$ cat config.mk
export PLATFORM = sky130hd
export DESIGN_NAME = coprime_stride_finder
export DESIGN_NICKNAME = d
export VERILOG_FILES = /design/src/rtl/csf_pkg.sv /design/src/rtl/csf_gcd_unit.sv /design/src/rtl/coprime_stride_finder.sv
export SDC_FILE = /design/constraint.sdc
export NUM_CORES = 1
export LEC_CHECK = 0
export ABC_AREA = 0
export BUFFER_PORTS_ARGS = -buffer_cell sky130_fd_sc_hd__buf_2
export CORE_MARGIN = 2
export CORE_UTILIZATION = 30
export CTS_CLUSTER_SIZE = 40
export DETAILED_ROUTE_END_ITERATION = 8
export PLACE_DENSITY = 0.45
export SLEW_MARGIN = 15
export SYNTH_ARGS = -nofsm -noshare
export SYNTH_HDL_FRONTEND = slang
export SYNTH_HIERARCHICAL = 1
export SYNTH_SLANG_ARGS = --single-unit
$ cat constraint.sdc
create_clock -name clock -period 6.2 [get_ports clock]
set_clock_uncertainty 0.15 [all_clocks]
set_input_delay 1.86 -clock clock [delete_from_list [all_inputs] [get_ports clock]]
set_output_delay 1.86 -clock clock [all_outputs]
set_load 0.02 [all_outputs]
$ cat src/rtl/csf_pkg.sv
// shared types for the coprime stride finder
`default_nettype none

package csf_pkg;

   typedef enum logic [1:0] {
      ST_IDLE,
      ST_START,
      ST_TEST,
      ST_FINISH
   } state_type;

   typedef struct packed {
      logic done;
      logic coprime;
   } gcd_status_type;

endpackage

`default_nettype wire

$ cat src/rtl/csf_gcd_unit.sv
// binary gcd unit: one shift or one compare-and-subtract per cycle
`default_nettype none

module csf_gcd_unit
   import csf_pkg::*;
#(
   parameter int VALUE_WIDTH = 32
) (
   input  wire logic                   clock,
   input  wire logic                   reset,
   input  wire logic                   start,
   input  wire logic [VALUE_WIDTH-1:0] left_value,
   input  wire logic [VALUE_WIDTH-1:0] right_value,
   output gcd_status_type              status
);

   logic [VALUE_WIDTH-1:0] a_ff, a_in;
   logic [VALUE_WIDTH-1:0] b_ff, b_in;
   logic                   run_ff, run_in;
   logic                   a_greater;
   logic [VALUE_WIDTH-1:0] hi_value;
   logic [VALUE_WIDTH-1:0] lo_value;
   logic [VALUE_WIDTH-1:0] diff_value;
   logic                   meet;

   assign a_greater  = a_ff > b_ff;
   assign hi_value   = a_greater ? a_ff : b_ff;
   assign lo_value   = a_greater ? b_ff : a_ff;
   assign diff_value = hi_value - lo_value;
   assign meet       = run_ff && a_ff[0] && b_ff[0] && (a_ff == b_ff);

   always_comb begin
      a_in   = a_ff;
      b_in   = b_ff;
      run_in = run_ff;
      if (start) begin
         a_in   = left_value;
         b_in   = right_value;
         run_in = 1'b1;
      end else if (run_ff) begin
         if (!a_ff[0]) begin
            a_in = a_ff >> 1;
         end else if (!b_ff[0]) begin
            b_in = b_ff >> 1;
         end else if (a_ff == b_ff) begin
            run_in = 1'b0;
         end else begin
            a_in = diff_value;
            b_in = lo_value;
         end
      end
   end

   always_ff @(posedge clock) begin
      if (reset) begin
         run_ff <= 1'b0;
      end else begin
         run_ff <= run_in;
      end
      a_ff <= a_in;
      b_ff <= b_in;
   end

   assign status.done    = meet;
   assign status.coprime = meet && (a_ff == {{(VALUE_WIDTH-1){1'b0}}, 1'b1});

endmodule

`default_nettype wire

$ cat src/rtl/coprime_stride_finder.sv
// top level: candidate sequencer around the shared gcd unit
// Answers, for each size, the smallest x with size/2 <= x < size that is coprime to
// size (1 for sizes up to 2). Each item is held until its answer is found; sizes up
// to 2 go straight to the finish state. Otherwise each candidate takes a gcd start,
// the trailing-zero shifts and subtract steps of the gcd unit, and the final compare.
// The answer waits in an output register, and the next size is taken once it is loaded;
// while an earlier answer is still waiting there, the block stalls in its last cycle.
`default_nettype none

module coprime_stride_finder
   import csf_pkg::*;
#(
   parameter int VALUE_WIDTH = 32
) (
   input  wire logic                                 clock,
   input  wire logic                                 reset,
   input  wire logic                                 req_tvalid,
   output logic                                      req_tready,
   input  wire logic [((VALUE_WIDTH+7)/8)*8-1:0]     req_tdata,  // size
   output logic                                      rsp_tvalid,
   input  wire logic                                 rsp_tready,
   output logic      [((VALUE_WIDTH+7)/8)*8-1:0]     rsp_tdata   // coprime
);

   localparam int DATA_WIDTH = ((VALUE_WIDTH+7)/8)*8;

   state_type              state_ff, state_in;
   logic [VALUE_WIDTH-1:0] size_ff, size_in;
   logic [VALUE_WIDTH-1:0] cand_ff, cand_in;
   logic                   two_ff, two_in;
   logic [VALUE_WIDTH-1:0] result_ff, result_in;
   logic                   rsp_valid_ff, rsp_valid_in;
   logic [VALUE_WIDTH-1:0] rsp_data_ff, rsp_data_in;

   logic [VALUE_WIDTH-1:0] req_size;
   logic                   req_small;
   logic [VALUE_WIDTH:0]   cand_next;
   logic                   cand_over;
   logic                   out_free;
   logic                   gcd_start;
   gcd_status_type         gcd_status;

   assign req_size  = req_tdata[VALUE_WIDTH-1:0];
   assign req_small = req_size <= VALUE_WIDTH'(2);
   assign cand_next = {1'b0, cand_ff} + (two_ff ? (VALUE_WIDTH+1)'(2) : (VALUE_WIDTH+1)'(1));
   assign cand_over = cand_next >= {1'b0, size_ff};
   assign out_free  = !rsp_valid_ff || rsp_tready;

   csf_gcd_unit #(
      .VALUE_WIDTH(VALUE_WIDTH)
   ) u_gcd (
      .clock      (clock),
      .reset      (reset),
      .start      (gcd_start),
      .left_value (cand_ff),
      .right_value(size_ff),
      .status     (gcd_status)
   );

   always_comb begin
      state_in = state_ff;
      unique case (state_ff)
         ST_IDLE: begin
            if (req_tvalid) begin
               state_in = req_small ? ST_FINISH : ST_START;
            end
         end
         ST_START: state_in = ST_TEST;
         ST_TEST: begin
            if (gcd_status.done) begin
               state_in = (gcd_status.coprime || cand_over) ? ST_FINISH : ST_START;
            end
         end
         ST_FINISH: begin
            if (out_free) begin
               state_in = ST_IDLE;
            end
         end
         default: state_in = ST_IDLE;
      endcase
   end

   always_comb begin
      req_tready   = 1'b0;
      gcd_start    = 1'b0;
      size_in      = size_ff;
      cand_in      = cand_ff;
      two_in       = two_ff;
      result_in    = result_ff;
      rsp_valid_in = rsp_valid_ff && !rsp_tready;
      rsp_data_in  = rsp_data_ff;
      unique case (state_ff)
         ST_IDLE: begin
            req_tready = 1'b1;
            size_in    = req_size;
            two_in     = !req_size[0];
            cand_in    = (req_size >> 1) | {{(VALUE_WIDTH-1){1'b0}}, !req_size[0]};
            result_in  = {{(VALUE_WIDTH-1){1'b0}}, 1'b1};
         end
         ST_START: gcd_start = 1'b1;
         ST_TEST: begin
            if (gcd_status.done) begin
               if (gcd_status.coprime) begin
                  result_in = cand_ff;
               end else if (cand_over) begin
                  result_in = '0;
               end else begin
                  cand_in = cand_next[VALUE_WIDTH-1:0];
               end
            end
         end
         ST_FINISH: begin
            if (out_free) begin
               rsp_valid_in = 1'b1;
               rsp_data_in  = result_ff;
            end
         end
         default: ;
      endcase
   end

   always_ff @(posedge clock) begin
      if (reset) begin
         state_ff     <= ST_IDLE;
         rsp_valid_ff <= 1'b0;
      end else begin
         state_ff     <= state_in;
         rsp_valid_ff <= rsp_valid_in;
      end
      size_ff     <= size_in;
      cand_ff     <= cand_in;
      two_ff      <= two_in;
      result_ff   <= result_in;
      rsp_data_ff <= rsp_data_in;
   end

   assign rsp_tvalid = rsp_valid_ff;
   assign rsp_tdata  = DATA_WIDTH'(rsp_data_ff);

endmodule

`default_nettype wire
==> run summary <==
Setup repair after global routing left no endpoint under its margin. The CTS clock-pin slew for the worst setup and hold paths is 0.08 ns. Clock latency on the worst-skew pair, taken at its later pin, is 0.45 ns. The number of nets handed over by synthesis was 1360.

The die is 209 um tall. For this run, the total global-route usage over all layers was measured as 17.9%. The final critical path takes up 89.5% of the cycle. Gates resized during post-CTS repair numbered 0. The run gives 4305 as the count of filler cells inserted in the layout.

Once layout is complete, the utilization of the core stands at 33.8%. The min-delay analysis places its worst path in the category flip-flop to flip-flop. The root buffer cell chosen for the clock tree is sky130_fd_sc_hd__clkbuf_16. The repair_antennas step left the layout with diodes totalling 0.

Remaining max-slew budget at the tightest pin: 26.4%. The number of buffers inserted during clock tree synthesis is 17, and the met2 routed wirelength is 18600 um. The highest achievable clock rate came out at 0.180 GHz. HPWL reported at the end of detailed placement: 28300 um.

Once placement completed, the tool counted placed cells totaling 1813. The first global-routing pass estimated 59700 um of wire. Area of all placed cells without fillers: 14100 sq um. The post-synthesis average cell area works out to 10.0 sq um. Primary flip-flop cell chosen by synthesis mapping: sky130_fd_sc_hd__edfxtp_1. The worst path in the final design needs a cycle of 5.55 ns, including I/O delays and setup. The worst voltage drop across the vdd grid was 0.159 mV. Biggest fanout along the worst timing path: 14. The logs give 9820 for the via count of the first global-routing pass and 0 for the initial antenna violation count.

The number of hold-slack violations in the final timing report is 0. During synthesis, Yosys emitted a total of 6 warnings. The area of the die is 43600 sq um. The core region area came out at 41700 sq um. Count of buffers added by post-CTS timing repair for setup: 0. At the worst endpoint, the arrival time is 5.57 ns.

For the post-route setup TNS, the log shows 0 ns. The kind of start point of the critical path was a flip-flop. Summed over all layers, the global routing overflow is 0. In this run the register-to-register setup slack is 0.65 ns. The number of buffers on the longest clock path came out at 2. The tools report the overall via count from detail_route as 9876. CTS built an H-tree with a depth of 4. In the routed design, unresolved DRC markers number 0. Wires add up to 38800 um. The number of buffers inserted by port buffering is 69, and the number of DRC violations after detailed-routing iteration 0 is 728.

The critical path goes through ha_1, nand4_2, or3_4, nor4b_4, a21oi_2, nor2_4, nand2_1, o22a_1, ha_1, nor3_2, o22ai_1, a221o_1, a221oi_1, o21ai_1, a21boi_1, xor2_1, o21ai_1. Maximum number of pins on one net before global-route repair: 81. Counting flops with an async set or reset pin after synthesis yields a share of 0%. The tools report the routed length on met1 as 18000 um. The detailed router used layers up to and including met4. Most repeated cell in the gate-level netlist after synthesis: sky130_fd_sc_hd__edfxtp_1. Sorting the synthesized cells by area gives the leading types as sky130_fd_sc_hd__edfxtp_1, sky130_fd_sc_hd__ha_1, sky130_fd_sc_hd__mux2_2. In the synthesized netlist, the cells that appear most often are sky130_fd_sc_hd__edfxtp_1, sky130_fd_sc_hd__nand2_1, sky130_fd_sc_hd__a21oi_1, sky130_fd_sc_hd__nor2_1, sky130_fd_sc_hd__inv_1. The tools report the number of maximum-capacitance violations as 0.

The leakage power was 0.00556 uW. Before antenna repair, the detailed router went through 6 iterations. The synthesized netlist contains 75 unique library cells.

The average routed wire per standard cell was 21.0 um; the placed cell area was 13500 sq um. The biggest area consumer among synthesized cells was sky130_fd_sc_hd__edfxtp_1. The weighted congestion reported at the end of routability-driven placement came out at 0.927. Stage delay of the slowest cell on the critical path: 0.57 ns.

The number of register bits inferred by synthesis was 197; the count of boundary I/O pins was 70. The endpoint kind of the worst setup timing path is a flip-flop. The logs give 0 for the final max-slew violation count and 197 for the number of clock sinks seen by CTS. The die width works out to 209 um.

Using the TritonRoute via totals, the vias-per-cell ratio works out to 5.35. Sequential cells were found to cover 46.7% of the synthesized design area. The number of standard cells in the layout, taps in and fillers out was 1845; the area added between synthesis and finish was 12.1%.

In the final design database the tool counted 1397 nets. The flow ran to the end, and the final reports show no timing, DRC or antenna violations. Registers take 5880 sq um. The critical path in this run is classified as flip-flop to flip-flop. Cells with a size suffix above 1 make up 15.7% of the layout. The total power divided by cell area works out to 366 nW/um^2.

The number of hold buffers added after CTS is 0, and the critical path data required time is 6.23 ns. At the pin with the least slew margin, the transition time is 1.10 ns. The count of flip-flops with a built-in enable after synthesis was 193; the total met3 wirelength after detailed routing was 1530 um. The remaining antenna violation count after routing was 0. TritonCTS built the clock tree.

After synthesis, the largest area contributor takes up 46.1% of total cell area. For the count of standard-cell rows, the log shows 75. The cell with the largest stage delay on the worst path is sky130_fd_sc_hd__ha_1. The run gives 30.2% as the initial cell density of the core. Counting every instance in the synthesized netlist gives 1256. The total area of multi-input combinational cells was 6150 sq um. The final-report setup violation count came out at 0. The mapped cell area came out at 12600 sq um.
final cells by class:
cell class                      count  share of cell area [%]
Tap cell                          539                    4.78
Sequential cell                   197                    41.7
Clock buffer                       17                    3.02
Clock inverter                     15                    1.38
Timing Repair Buffer               87                    3.50
Inverter                           78                    2.08
Multi-Input combinational cell    912                    43.6
cell usage in the layout (no fill, tap or decap), drive strengths merged, types with 5 or more instances in the layout:
master	instances
o2bb2ai	7
a211oi	9
a31oi	11
nand4	23
a21oi	110
a221o	6
and2	7
o22ai	41
mux2	53
clkinv	5
buf	87
or3	7
nor2	87
edfxtp	193
o31ai	5
a31o	5
nand2b	11
nor3	20
nor4	15
and3	47
nand3	25
a221oi	5
xor2	19
ha	67
a21o	16
nor3b	19
mux2i	8
xnor2	38
o21ai	52
nor2b	19
inv	84
nand2	140
clkbuf	17
registers in the layout, indices dropped and copies added (netlist names), 2 cells and up:
name / count
u_gcd/b_ff: 32
rsp_tdata: 32
state_ff: 2
cand_ff: 32
u_gcd/a_ff: 32
result_ff: 32
size_ff: 32
worst paths after layout:
check | startpoint | to | cells after the start
setup / recovery | u_gcd/a_ff[27] | u_gcd/a_ff[24] | 17
hold / removal | result_ff[7] | rsp_tdata[7] | 0
setup reg to reg | u_gcd/a_ff[27] | u_gcd/a_ff[24] | 17
hold reg to reg | result_ff[7] | rsp_tdata[7] | 0
critical path, delay by kind of cell, from the launching register on:
kind	cells	cell delay, ns
DFF	1	0.48
AOI/OAI and AO/OA	8	2.03
and+or+nand+nor	6	1.66
xor gates and xnor gates	1	0.20
adders and majority gates	2	0.75
logic make-up (layout without fill, tap and decap cells):
group / after synthesis / in the layout / synth area share [%]
flip-flops: 197 / 197 / 46.7
AND/OR/NAND/NOR: 426 / 426 / 17.3
multiplexers: 61 / 61 / 5.41
XOR/XNOR: 57 / 57 / 4.15
adder cells (fa/ha/maj): 68 / 68 / 6.82
buffers and inverters: 147 / 197 / 4.78
AO/OA/AOI/OAI: 300 / 300 / 14.9
where the power goes:
group,internal (uW),switching (uW)
combinational,752,1200
sequential,1790,228
clock,647,552
total,3190,1980
layer usage:
metal | up-vias | global-route usage (%)
li1 | 4722 | -
met1 | 4897 | 24.4
met2 | 226 | 30.0
met3 | 31 | 2.78
met4 | 0 | 3.97
met5 | - | 0
stage by stage:
stage | total power (uW) | setup slack [ns] | hold slack, ns
after floorplan | 3380 | 0.421 | 0.250
after global placement | 3980 | 0.842 | 0.252
after detailed placement | 3980 | 0.740 | 0.255
after CTS | 5190 | 0.716 | 0.273
after global routing | 5490 | 0.396 | 0.283
final | 5160 | 0.654 | 0.271
Note: power is estimated with default switching activity, not from simulation.
